$ cat src/sv/lpps_pkg.sv
`timescale 1ns / 1ps
package lpps_pkg;

  localparam int NUM_SENSORS  = 8;
  localparam int FULL_SCALE   = 1020;
  localparam int READING_W    = 10;
  localparam int GAIN_W       = 9;
  localparam int SPEED_W      = 16;
  localparam int POS_W        = 13;
  localparam int SEEN_LIMIT   = 200;
  localparam int WEIGHT_LIMIT = 50;

  localparam int IDX_W       = $clog2(NUM_SENSORS);
  localparam int FS_W        = $clog2(FULL_SCALE + 1);
  localparam int WSUM_MAX    = FULL_SCALE * NUM_SENSORS * (NUM_SENSORS - 1) / 2;
  localparam int WSUM_W      = $clog2(WSUM_MAX + 1);
  localparam int WEIGHTED_W  = $clog2(WSUM_MAX * FULL_SCALE + 1);
  localparam int TOTAL_W     = $clog2(FULL_SCALE * NUM_SENSORS + 1);
  localparam int SCALE_NUM_W = READING_W + FS_W;

  localparam int DIV_NUM_W = (WEIGHTED_W > SCALE_NUM_W) ? WEIGHTED_W : SCALE_NUM_W;
  localparam int DIV_DEN_W = (TOTAL_W > READING_W) ? TOTAL_W : READING_W;

  localparam int FAR_RIGHT = FULL_SCALE * (NUM_SENSORS - 1);
  localparam int MIDDLE    = FAR_RIGHT / 2;
  localparam logic [POS_W-1:0] FAR_RIGHT_POS = POS_W'(FAR_RIGHT);
  localparam logic [POS_W-1:0] MIDDLE_POS    = POS_W'(MIDDLE);
  localparam logic [IDX_W-1:0] LAST_IDX      = IDX_W'(NUM_SENSORS - 1);

  localparam int MUL_A_W0 = (WSUM_W > READING_W) ? WSUM_W : READING_W;
  localparam int MUL_A_W1 = (MUL_A_W0 > FS_W) ? MUL_A_W0 : FS_W;
  localparam int MUL_A_W  = (MUL_A_W1 > GAIN_W) ? MUL_A_W1 : GAIN_W;
  localparam int MUL_B_W0 = (FS_W + 1 > POS_W + 1) ? FS_W + 1 : POS_W + 1;
  localparam int MUL_B_W  = (MUL_B_W0 > IDX_W + 1) ? MUL_B_W0 : IDX_W + 1;
  localparam int MUL_P_W  = MUL_A_W + 1 + MUL_B_W;
  localparam int CORR_W   = MUL_P_W + 1;
  localparam int OUT_W    = CORR_W + 2;

  localparam int APB_ADDR_W  = 5;
  localparam int APB_DATA_W  = 32;
  localparam int IN_DATA_W   = 80;
  localparam int OUT_DATA_W  = 48;

  localparam logic [READING_W-1:0] BLACK_LEVEL_RST = 10'd720;
  localparam logic [READING_W-1:0] WHITE_LEVEL_RST = 10'd900;
  localparam logic [GAIN_W-1:0]    PROP_GAIN_RST   = 9'd205;
  localparam logic [GAIN_W-1:0]    DERIV_GAIN_RST  = 9'd5;
  localparam logic [READING_W-1:0] BASE_SPEED_RST  = 10'd500;

  typedef enum logic [2:0] {
    REG_BLACK_LEVEL = 3'd0,
    REG_WHITE_LEVEL = 3'd1,
    REG_PROP_GAIN   = 3'd2,
    REG_DERIV_GAIN  = 3'd3,
    REG_BASE_SPEED  = 3'd4
  } reg_idx_t;

  typedef enum logic [3:0] {
    S_IDLE,
    S_SCALE,
    S_SDIV,
    S_ACC,
    S_WMUL,
    S_CDIV,
    S_ERR,
    S_CORR,
    S_OUT
  } state_t;

endpackage

$ cat src/sv/line_position_pd_steering.sv
`timescale 1ns / 1ps
// Line position and PD steering from one frame of eight ground reflectance
// readings (s_tdata, reading_0 lowest). Each reading is rescaled between
// black_level and white_level to 0..1020, the line position is the weighted
// centroid of the readings, and a Q8 PD step on the position error gives
// the left and right wheel speeds. One frame is in flight at a time:
// s_tready is high only between frames. A frame's length is set by the
// one shared restoring divider that produces one quotient bit per cycle
// and serves each reading that is not clamped, and the centroid, in turn.
// A finished result waits in the output register while the next frame is
// taken; a frame that finishes while that result still waits holds in
// its last step.
module line_position_pd_steering (
  input  logic                             clk,
  input  logic                             rst,
  input  logic                             s_tvalid,
  output logic                             s_tready,
  // reading_0 .. reading_7, 10 bits each
  input  logic [lpps_pkg::IN_DATA_W-1:0]   s_tdata,
  output logic                             m_tvalid,
  input  logic                             m_tready,
  // left_speed[15:0], right_speed[31:16], line_position[44:32],
  // line_seen[45], zero fill[47:46]
  output logic [lpps_pkg::OUT_DATA_W-1:0]  m_tdata,
  input  logic                             psel,
  input  logic                             penable,
  input  logic                             pwrite,
  input  logic [lpps_pkg::APB_ADDR_W-1:0]  paddr,
  input  logic [lpps_pkg::APB_DATA_W-1:0]  pwdata,
  output logic [lpps_pkg::APB_DATA_W-1:0]  prdata,
  output logic                             pready
);
  import lpps_pkg::*;

  function automatic logic [SPEED_W-1:0] wheel_speed(input logic signed [OUT_W-1:0] x);
    logic signed [OUT_W-1:0] q;
    q = x + $signed(OUT_W'(x[OUT_W-1] ? 255 : 0));
    q = q >>> 8;
    if (q > $signed(OUT_W'(32767))) begin
      return SPEED_W'(32767);
    end else if (q < -$signed(OUT_W'(32768))) begin
      return SPEED_W'(32768);
    end
    return q[SPEED_W-1:0];
  endfunction

  state_t state, state_next;

  logic [READING_W-1:0] black_level, white_level, base_speed;
  logic [GAIN_W-1:0]    prop_gain, deriv_gain;

  logic [READING_W-1:0]     reading [NUM_SENSORS];
  logic [IDX_W-1:0]         idx;
  logic [FS_W-1:0]          s_val;
  logic                     seen;
  logic [WSUM_W-1:0]        wsum;
  logic [TOTAL_W-1:0]       total;
  logic [POS_W-1:0]         held_position;
  logic signed [POS_W-1:0]  previous_error;
  logic signed [CORR_W-1:0] corr;

  logic [SPEED_W-1:0] left_speed, right_speed;
  logic [POS_W-1:0]   line_position;
  logic               line_seen;

  logic [READING_W-1:0]      cur_reading;
  logic signed [READING_W:0] diff, span;
  logic [READING_W-1:0]      mag_a, mag_b;
  logic                      same_side, scale_fixed;
  logic [FS_W-1:0]           scale_fixed_val;
  logic signed [POS_W-1:0]   err;
  logic signed [POS_W:0]     ediff;

  logic [MUL_A_W-1:0]         mul_a;
  logic signed [MUL_B_W-1:0]  mul_b;
  logic signed [MUL_P_W-1:0]  prod;

  logic                 div_start, div_done;
  logic [DIV_NUM_W-1:0] div_num, div_quo;
  logic [DIV_DEN_W-1:0] div_den;

  logic signed [OUT_W-1:0] base_term, corr_ext;
  logic                    cfg_write;

  lpps_div u_div (
    .clk   (clk),
    .rst   (rst),
    .start (div_start),
    .num   (div_num),
    .den   (div_den),
    .done  (div_done),
    .quo   (div_quo)
  );

  assign prod = $signed({1'b0, mul_a}) * mul_b;

  assign cur_reading     = reading[idx];
  assign diff            = $signed({1'b0, cur_reading}) - $signed({1'b0, black_level});
  assign span            = $signed({1'b0, white_level}) - $signed({1'b0, black_level});
  assign mag_a           = diff[READING_W] ? READING_W'(-diff) : diff[READING_W-1:0];
  assign mag_b           = span[READING_W] ? READING_W'(-span) : span[READING_W-1:0];
  assign same_side       = (diff > 0 && !span[READING_W]) || (diff < 0 && span[READING_W]);
  assign scale_fixed     = !same_side || (mag_a >= mag_b);
  assign scale_fixed_val = same_side ? FS_W'(FULL_SCALE) : '0;

  assign err   = $signed(held_position - MIDDLE_POS);
  assign ediff = $signed({err[POS_W-1], err}) - $signed({previous_error[POS_W-1], previous_error});

  assign s_tready = (state == S_IDLE);

  always_ff @(posedge clk) begin
    if (rst) begin
      state <= S_IDLE;
    end else begin
      state <= state_next;
    end
  end

  always_comb begin
    state_next = state;
    div_start  = 1'b0;
    div_num    = '0;
    div_den    = '0;
    mul_a      = '0;
    mul_b      = '0;
    unique case (state)
      S_IDLE: begin
        if (s_tvalid) begin
          state_next = S_SCALE;
        end
      end
      S_SCALE: begin
        mul_a = MUL_A_W'(mag_a);
        mul_b = MUL_B_W'(FULL_SCALE);
        if (scale_fixed) begin
          state_next = S_ACC;
        end else begin
          div_start  = 1'b1;
          div_num    = prod[DIV_NUM_W-1:0];
          div_den    = DIV_DEN_W'(mag_b);
          state_next = S_SDIV;
        end
      end
      S_SDIV: begin
        if (div_done) begin
          state_next = S_ACC;
        end
      end
      S_ACC: begin
        mul_a = MUL_A_W'(s_val);
        mul_b = MUL_B_W'(idx);
        state_next = (idx == LAST_IDX) ? S_WMUL : S_SCALE;
      end
      S_WMUL: begin
        mul_a = MUL_A_W'(wsum);
        mul_b = MUL_B_W'(FULL_SCALE);
        if (seen && total != '0) begin
          div_start  = 1'b1;
          div_num    = prod[DIV_NUM_W-1:0];
          div_den    = DIV_DEN_W'(total);
          state_next = S_CDIV;
        end else begin
          state_next = S_ERR;
        end
      end
      S_CDIV: begin
        if (div_done) begin
          state_next = S_ERR;
        end
      end
      S_ERR: begin
        mul_a = MUL_A_W'(prop_gain);
        mul_b = MUL_B_W'(err);
        state_next = S_CORR;
      end
      S_CORR: begin
        mul_a = MUL_A_W'(deriv_gain);
        mul_b = MUL_B_W'(ediff);
        state_next = S_OUT;
      end
      S_OUT: begin
        if (!m_tvalid || m_tready) begin
          state_next = S_IDLE;
        end
      end
      default: begin
        state_next = S_IDLE;
      end
    endcase
  end

  // frame datapath
  always_ff @(posedge clk) begin
    case (state)
      S_IDLE: begin
        if (s_tvalid) begin
          for (int i = 0; i < NUM_SENSORS; i++) begin
            reading[i] <= s_tdata[i*READING_W +: READING_W];
          end
          idx   <= '0;
          seen  <= 1'b0;
          wsum  <= '0;
          total <= '0;
        end
      end
      S_SCALE: begin
        if (scale_fixed) begin
          s_val <= scale_fixed_val;
        end
      end
      S_SDIV: begin
        if (div_done) begin
          s_val <= div_quo[FS_W-1:0];
        end
      end
      S_ACC: begin
        if (s_val < FS_W'(SEEN_LIMIT)) begin
          seen <= 1'b1;
        end
        if (s_val > FS_W'(WEIGHT_LIMIT)) begin
          wsum  <= wsum + prod[WSUM_W-1:0];
          total <= total + TOTAL_W'(s_val);
        end
        idx <= idx + 1'b1;
      end
      S_ERR: begin
        corr <= CORR_W'(prod);
      end
      S_CORR: begin
        corr <= corr + CORR_W'(prod);
      end
      default: begin
      end
    endcase
  end

  // state carried across frames
  always_ff @(posedge clk) begin
    if (rst) begin
      held_position  <= '0;
      previous_error <= '0;
    end else begin
      if (state == S_WMUL && !seen) begin
        if (32'(held_position) < 32'(MIDDLE)) begin
          held_position <= '0;
        end else begin
          held_position <= FAR_RIGHT_POS;
        end
      end else if (state == S_CDIV && div_done) begin
        held_position <= div_quo[POS_W-1:0];
      end
      if (state == S_CORR) begin
        previous_error <= err;
      end
    end
  end

  assign base_term = $signed(OUT_W'({base_speed, 8'b0}));
  assign corr_ext  = OUT_W'(corr);

  always_ff @(posedge clk) begin
    if (rst) begin
      m_tvalid <= 1'b0;
    end else if (state == S_OUT && (!m_tvalid || m_tready)) begin
      m_tvalid <= 1'b1;
    end else if (m_tready) begin
      m_tvalid <= 1'b0;
    end
  end

  always_ff @(posedge clk) begin
    if (state == S_OUT && (!m_tvalid || m_tready)) begin
      left_speed    <= wheel_speed(base_term - corr_ext);
      right_speed   <= wheel_speed(base_term + corr_ext);
      line_position <= held_position;
      line_seen     <= seen;
    end
  end

  assign m_tdata = {2'b00, line_seen, line_position, right_speed, left_speed};

  // configuration registers
  assign pready    = 1'b1;
  assign cfg_write = psel && penable && pwrite;

  always_ff @(posedge clk) begin
    if (rst) begin
      black_level <= BLACK_LEVEL_RST;
      white_level <= WHITE_LEVEL_RST;
      prop_gain   <= PROP_GAIN_RST;
      deriv_gain  <= DERIV_GAIN_RST;
      base_speed  <= BASE_SPEED_RST;
    end else if (cfg_write) begin
      unique case (reg_idx_t'(paddr[APB_ADDR_W-1:2]))
        REG_BLACK_LEVEL: black_level <= pwdata[READING_W-1:0];
        REG_WHITE_LEVEL: white_level <= pwdata[READING_W-1:0];
        REG_PROP_GAIN:   prop_gain   <= pwdata[GAIN_W-1:0];
        REG_DERIV_GAIN:  deriv_gain  <= pwdata[GAIN_W-1:0];
        REG_BASE_SPEED:  base_speed  <= pwdata[READING_W-1:0];
        default: begin
        end
      endcase
    end
  end

  always_comb begin
    unique case (reg_idx_t'(paddr[APB_ADDR_W-1:2]))
      REG_BLACK_LEVEL: prdata = APB_DATA_W'(black_level);
      REG_WHITE_LEVEL: prdata = APB_DATA_W'(white_level);
      REG_PROP_GAIN:   prdata = APB_DATA_W'(prop_gain);
      REG_DERIV_GAIN:  prdata = APB_DATA_W'(deriv_gain);
      REG_BASE_SPEED:  prdata = APB_DATA_W'(base_speed);
      default:         prdata = '0;
    endcase
  end

endmodule

$ cat src/sv/lpps_div.sv
`timescale 1ns / 1ps
module lpps_div (
  input  logic                           clk,
  input  logic                           rst,
  input  logic                           start,
  input  logic [lpps_pkg::DIV_NUM_W-1:0] num,
  input  logic [lpps_pkg::DIV_DEN_W-1:0] den,
  output logic                           done,
  output logic [lpps_pkg::DIV_NUM_W-1:0] quo
);
  import lpps_pkg::*;

  localparam int CNT_W = $clog2(DIV_NUM_W + 1);

  logic                 busy;
  logic [CNT_W-1:0]     cnt;
  logic [DIV_DEN_W-1:0] rem;
  logic [DIV_DEN_W-1:0] divisor;
  logic [DIV_DEN_W:0]   rem_sh;
  logic [DIV_DEN_W:0]   rem_sub;
  logic                 fits;

  assign rem_sh  = {rem, quo[DIV_NUM_W-1]};
  assign rem_sub = rem_sh - {1'b0, divisor};
  assign fits    = rem_sh >= {1'b0, divisor};

  always_ff @(posedge clk) begin
    if (rst) begin
      busy <= 1'b0;
      done <= 1'b0;
      cnt  <= '0;
    end else begin
      done <= 1'b0;
      if (start) begin
        busy <= 1'b1;
        cnt  <= CNT_W'(DIV_NUM_W);
      end else if (busy) begin
        cnt <= cnt - 1'b1;
        if (cnt == CNT_W'(1)) begin
          busy <= 1'b0;
          done <= 1'b1;
        end
      end
    end
  end

  always_ff @(posedge clk) begin
    if (start) begin
      quo     <= num;
      rem     <= '0;
      divisor <= den;
    end else if (busy) begin
      if (fits) begin
        rem <= rem_sub[DIV_DEN_W-1:0];
        quo <= {quo[DIV_NUM_W-2:0], 1'b1};
      end else begin
        rem <= rem_sh[DIV_DEN_W-1:0];
        quo <= {quo[DIV_NUM_W-2:0], 1'b0};
      end
    end
  end

endmodule

$ cat config.mk
export PLATFORM = sky130hd
export DESIGN_NAME = line_position_pd_steering
export DESIGN_NICKNAME = d
export VERILOG_FILES = /design/src/sv/lpps_pkg.sv /design/src/sv/line_position_pd_steering.sv /design/src/sv/lpps_div.sv
export SDC_FILE = /design/constraint.sdc
export NUM_CORES = 1
export LEC_CHECK = 0
export ABC_AREA = 1
export ABC_CLOCK_PERIOD_IN_PS = 23700
export BUFFER_PORTS_ARGS = -buffer_cell sky130_fd_sc_hd__buf_4
export CORE_ASPECT_RATIO = 1.25
export CORE_MARGIN = 2
export CORE_UTILIZATION = 58
export CTS_BUF_LIST = sky130_fd_sc_hd__clkbuf_8
export DETAILED_ROUTE_END_ITERATION = 6
export PLACE_DENSITY_LB_ADDON = 0.12
export SYNTH_ARGS = -nofsm -noshare
export SYNTH_HDL_FRONTEND = slang
export SYNTH_SLANG_ARGS = --single-unit
$ cat constraint.sdc
create_clock -name clk -period 23.7 [get_ports clk]
set_clock_uncertainty 0.05 [all_clocks]
set_input_delay 1.185 -clock clk [delete_from_list [all_inputs] [get_ports clk]]
set_output_delay 1.185 -clock clk [all_outputs]
set_load 0.005 [all_outputs]
---- After elaboration in Yosys (flattened, before gate mapping) ----
Memories as Yosys holds them, arrays and structs flattened. A register that Yosys moved wholly into a read port is not among the register bits.
Index checks and enable logic that the tools add are counted.
storage, ports and cells
  register bits ........................... 256
  bits in latches ......................... 0
  memory bits (writable) .................. 80
  memory bits (read-only) ................. 0
  input bits .............................. 124
  output and inout bits ................... 83
  word-level logic and storage cells ...... 185
  memories kept ........................... 1
operators by class
  add/sub/neg operators ................... 16
  multipliers ............................. 1
  div/mod/pow operators ................... 0
  $lt $le $gt $ge ......................... 11
  equality and inequality tests ........... 21
  shift operators ......................... 0
  mux-type cells .......................... 71
  bitwise logic cells ..................... 1
  reduce and logical (&&, ||, !) cells .... 37
memory list
  name     depth  width  rd ports  clocked after Yosys merged registers in  write ports  RTL line                         RTL
  reading  8      10     1         1                                        8            line_position_pd_steering.sv:52  logic [READING_W-1:0] reading [NUM_SENSORS];
operators by type and width
  kind                  count
  $mux 25               4
  $mux 16               6
  $mux 13               7
  $pmux 15 s5           1
  $add 32x9->33         2
  $pmux 31 s2           1
  $mux 10               6
  $pmux 14 s4           1
  $pmux 13 s2           2
  $gt 25x16->1 const B  2
  $lt 25x16->1 const B  2
  $pmux 10 s5           1
  $pmux 25 s2           1
  $pmux 4 s9            1
  $add 19x31->32        1
  $sub 19x31->32        1
  $add 31x30->31        1
  $mul 16x14->30        1
  $mux 15               2
  $pmux 15 s2           1
  $sub 10x10->11        2
  $mux 1                21
  $neg 10->10           2
  $pmux 10 s2           1
  44 further kinds      88

---- Longest topological paths before layout ----
  depth in word-level cells ............... 9
  gate-level depth with buffers ........... 58
  mapped depth without buffers ............ 57

---- By module ----
A second synthesis with hierarchy kept.
second synthesis, totals
  cell total of the unflattened synthesis .. 4327
  area, all modules ....................... 31931.9 um^2
modules (own cells, without submodules)
  module                     times used  cells an instance  area an instance (um^2)  sequential area each (um^2)
  line_position_pd_steering  1           3900               28569.9                  7617.3
  lpps_div                   1           427                3362.0                   1541.5

---- Worst setup path after synthesis ----
No wires, ideal clock.
  path type ............................... reg-to-reg
  start ................................... register (tool-made name)
  end ..................................... register corr[27], data pin
  library setup time ...................... 253 ps
  arrival time ............................ 9280 ps
  data required time ...................... 23397 ps
  slack ................................... 14117 ps
  stages on the path, launching flop included .. 55
  buffers on the path ..................... 1
  clock period less this slack ............ 9583 ps
  cell sequence ........................... dfxtp_1 -> inv_1 -> clkbuf_1 -> o21ai_0 -> o22ai_1 -> o21ai_0 -> ha_1 -> inv_1 -> fa_1 -> a21oi_1 -> nor2_1 -> o21ai_1 -> nand2_1 -> nand2_1 -> nand2_1 -> inv_2 -> nand2_1 -> xor2_1 -> [19 not listed] -> o21ai_0 -> a21boi_0 -> o21ai_0 -> nand2_1 -> nand2_1 -> xor2_1 -> ha_1 -> a21oi_1 -> o21ai_0 -> nand3_1 -> nand4_1 -> nand3_1 -> nand2_1 -> nand2_1 -> nand2_1 -> xor2_1 -> nand2_1 -> nand2_1
RTL lines
  what                  RTL line                          RTL
  end signal, assigned  line_position_pd_steering.sv:227  corr <= CORR_W'(prod);
  end signal, assigned  line_position_pd_steering.sv:230  corr <= corr + CORR_W'(prod);
  end, declared         line_position_pd_steering.sv:60   logic signed [CORR_W-1:0] corr;

==> run_results.csv <==
group,metric,value,unit
synth,synth_mux_area_frac,0,
synth,syn_inst,4101,
global_routing,grt_pass1_wl,137,mm
timing,tightest_slew,1280,ps
floorplan,ioPinCount,207,
synth,synth_top_area_frac,0.228,
synth,synth_edf_count,237,
synth,synth_most_common_cell,"nand2_1",
worst_setup_path,critPathSlowestCell,"inv_1",
layout,finalNonFillerCells,4998,
worst_setup_path,critPathMaxStageDelay,830,ps
synth,ys_seq_area_frac,0.294,
placed_design,pre_cts_ws,11410,ps
drt,routedWlPerCell,17.3,um
synth,synth.largest_area_cell,"edfxtp_1",
clock_tree,root_buffer,"clkbuf_8",
synth,synth-seq-cells,339,
clock_tree,postCtsResizedCells,0,
drt,ant_nets,0,
timing,fin_setup_tns,0,ps
synth,ys.flop_type,"edfxtp_1",
outcome,failed_checks,"design-rule violations",
pwr,power.density,121,nW/um2
synth,synth_compound_area_frac,0.124,
synth,synth.area.top_cells,"edfxtp_1 23%, nand2_1 11%, ha_1 11%",
outcome,outcome,"complete, but fails checks",
clock_tree,htreeDepth,2,
floorplan,core-area,53500,um2
clock_tree,clk_latency,680,ps
drt,wl_met1,34.0,mm
drt,dr.pass1.iters,7,
layout,fin_area,34200,um2
worst_setup_path,required,24050,ps
timing,setup_slack,11310,ps
synth,synth.avg_cell_area,7.61,um2
timing,fmax,0.0807,GHz
pwr,p_leak,16.7,nW
global_routing,grt_use_total,0.313,
synth,netlist_area,31200,um2
layout,nFillCells,4896,
timing,max_slew_margin,0.142,
floorplan,rows,95,
layout,final_nets,4820,
timing,setup_viol,0,
placed_design,placed_cells,4894,
clock_tree,clk_pin_slew_worst_paths,70,ps
placed_design,port_buffers,157,
synth,synth_commonest_cells,"906 x nand2_1, 672 x inv_1, 423 x nor2_1",
clock_tree,clock_sinks,339,
synth,ys.warnings.count,0,
clock_tree,cts.path.max_buffers,3,
global_routing,grt_overflow,0,
pwr,power,4.14,mW
global_routing,grt_pass1_vias,26505,
floorplan,chipHeight,263,um
synth,synthXorXnorAreaFrac,0.0385,
layout,multi_input_area,19100,um2
flow_run,drv_cap,0,
clock_tree,cts_buffers,55,
worst_setup_path,crit_path_end_kind,"flip-flop",
layout,drive_gt1_frac,0.0922,
placed_design,placed_area,33000,um2
clock_tree,post_cts.repair.setup_buffers,0,
worst_setup_path,crit_fanout,41,
hold_path,hp-class,"reg2reg",
drt,routed_wl,86.4,mm
pwr,ir_drop,0.000120,V
layout,regArea,9160,um2
synth,synth-simple-area-share,0.231,
floorplan,die_area,55700,um2
drt,drtIter0Drc,1961,
drt,met2_length,43.8,mm
timing,grt_setup_unrepaired,"no",
floorplan,die_w,211,um
timing,period_minus_slack,12390,ps
synth,synth_cell_types,65,
timing,finalHoldViolCount,0,
floorplan,start_util,0.583,
placed_design,place_congestion,0.987,
placed_design,hpwlAfterDp,69.6,mm
worst_setup_path,critPathLaunchType,"flip-flop",
synth,synth_top_family_by_area,"simple AND/OR/NAND/NOR gates",
drt,route.detailed.drc,1,
worst_setup_path,cpMostUsedCell,"nand2_1",
synth,yosys.area_share.adder,0.209,
worst_setup_path,crit_type,"reg2reg",
timing,drv_slew,0,
synth,synthArstFlopShare,0,
drt,viasPerCell,5.51,
global_routing,grt_max_degree,82,
clock_tree,cts.hold.buffers_added,0,
clock_tree,tritoncts,"done",
drt,top_layer,"met4",
worst_setup_path,crit_arrival,12740,ps
global_routing,antenna_found_initial,1,
timing,timing.final.crit_share,0.523,
drt,routed-via-count,27537,
layout,area_growth,9.67,%
drt,dr_wl_met3,4.47,mm
==> cells in the final DEF, fill, tap and decap left out, types with 6 or more instances in the layout <==
cell type	n
nand4_1	46
nand3b_1	10
inv_2	18
nor2_2	18
o31ai_1	9
dfxtp_1	102
xor2_2	6
nor2_4	11
a21o_1	9
o21a_1	10
xnor2_1	43
o22ai_1	18
xor2_1	83
a221oi_1	19
a21oi_1	244
nor3_1	43
ha_1	262
edfxtp_1	237
o21ai_0	287
clkbuf_8	56
conb_1	53
inv_1	680
nand3_1	169
nor4_1	7
clkinv_2	14
nand3_2	8
nand2_2	42
a21boi_0	7
nand2_1	905
buf_4	177
a31oi_1	23
nor2_1	418
bufinv_16	7
a211oi_1	6
clkinv_1	17
or2_2	8
o21bai_1	10
o211ai_1	10
fa_1	162
==> cell families (layout without fill, tap and decap cells) <==
group	count (synthesis)	after routing
adders and majority gates	424	424
DFF	339	339
buffers and inverters	811	977
AOI/OAI and AO/OA	690	690
xor gates and xnor gates	132	132
and+or+nand+nor	1703	1703
other	2	54
==> where the power goes <==
part	internal [mW]	switching [mW]
logic	0.895	1.80
registers	0.813	0.0737
clock network	0.302	0.258
total	2.01	2.13
==> sequential cells by signal (all words and copies together), names as in the netlist, 9 cells and up, named ones only <==
signal and cells:
wsum 15, white_level 10, deriv_gain 9, u_div.divisor 13, previous_error 13, base_speed 10, total 13, u_div.rem 13
line_position 13, reading 80, u_div.quo 25, prop_gain 9, right_speed 16, held_position 13, left_speed 16, s_val 10
black_level 10, corr 31
==> through the flow <==
stage,util,hold WS (ps)
after global routing,0.640,407
after detailed placement,0.617,381
final,0.640,390
after global placement,0.617,375
after floorplan,-,358
after CTS,0.640,393
==> worst max-delay path: cells and delay by family, from the launching register on <==
family,cells,cell delay (ps)
simple gates,20,1940
compound gates,14,2970
flops,1,300
xor+xnor,3,710
buf+inv,9,2030
fa+ha+maj,9,4130
==> final timing paths <==
check / from / slack, ps / to / cells past startpoint
hold / removal: held_position[0]$_SDFFE_PP0P_ / 390 / line_position[0]$_DFFE_PP_ / 0
hold reg to reg: held_position[0]$_SDFFE_PP0P_ / 390 / line_position[0]$_DFFE_PP_ / 0
setup reg to reg: flip-flop / 11310 / corr[27]$_DFFE_PN_ / 55
setup / recovery: flip-flop / 11310 / corr[27]$_DFFE_PN_ / 55
==> layout make-up <==
| type | count | share of cell area |
|---|---|---|
| Clock inverter | 47 | 0.0124 |
| Antenna cell | 1 | 0.0000731 |
| Multi-Input combinational cell | 3002 | 0.557 |
| Sequential cell | 339 | 0.268 |
| Timing Repair Buffer | 177 | 0.0388 |
| Tap cell | 679 | 0.0248 |
| Clock buffer | 56 | 0.0225 |
| Inverter | 697 | 0.0765 |
==> layer usage <==
metal  track usage  vias to the layer above
li1              -                    13602
met3        0.0315                      218
met1         0.376                    12883
met4         0.144                        0
met5             0                        -
met2         0.561                      834
(Power assumes the default switching activity.)
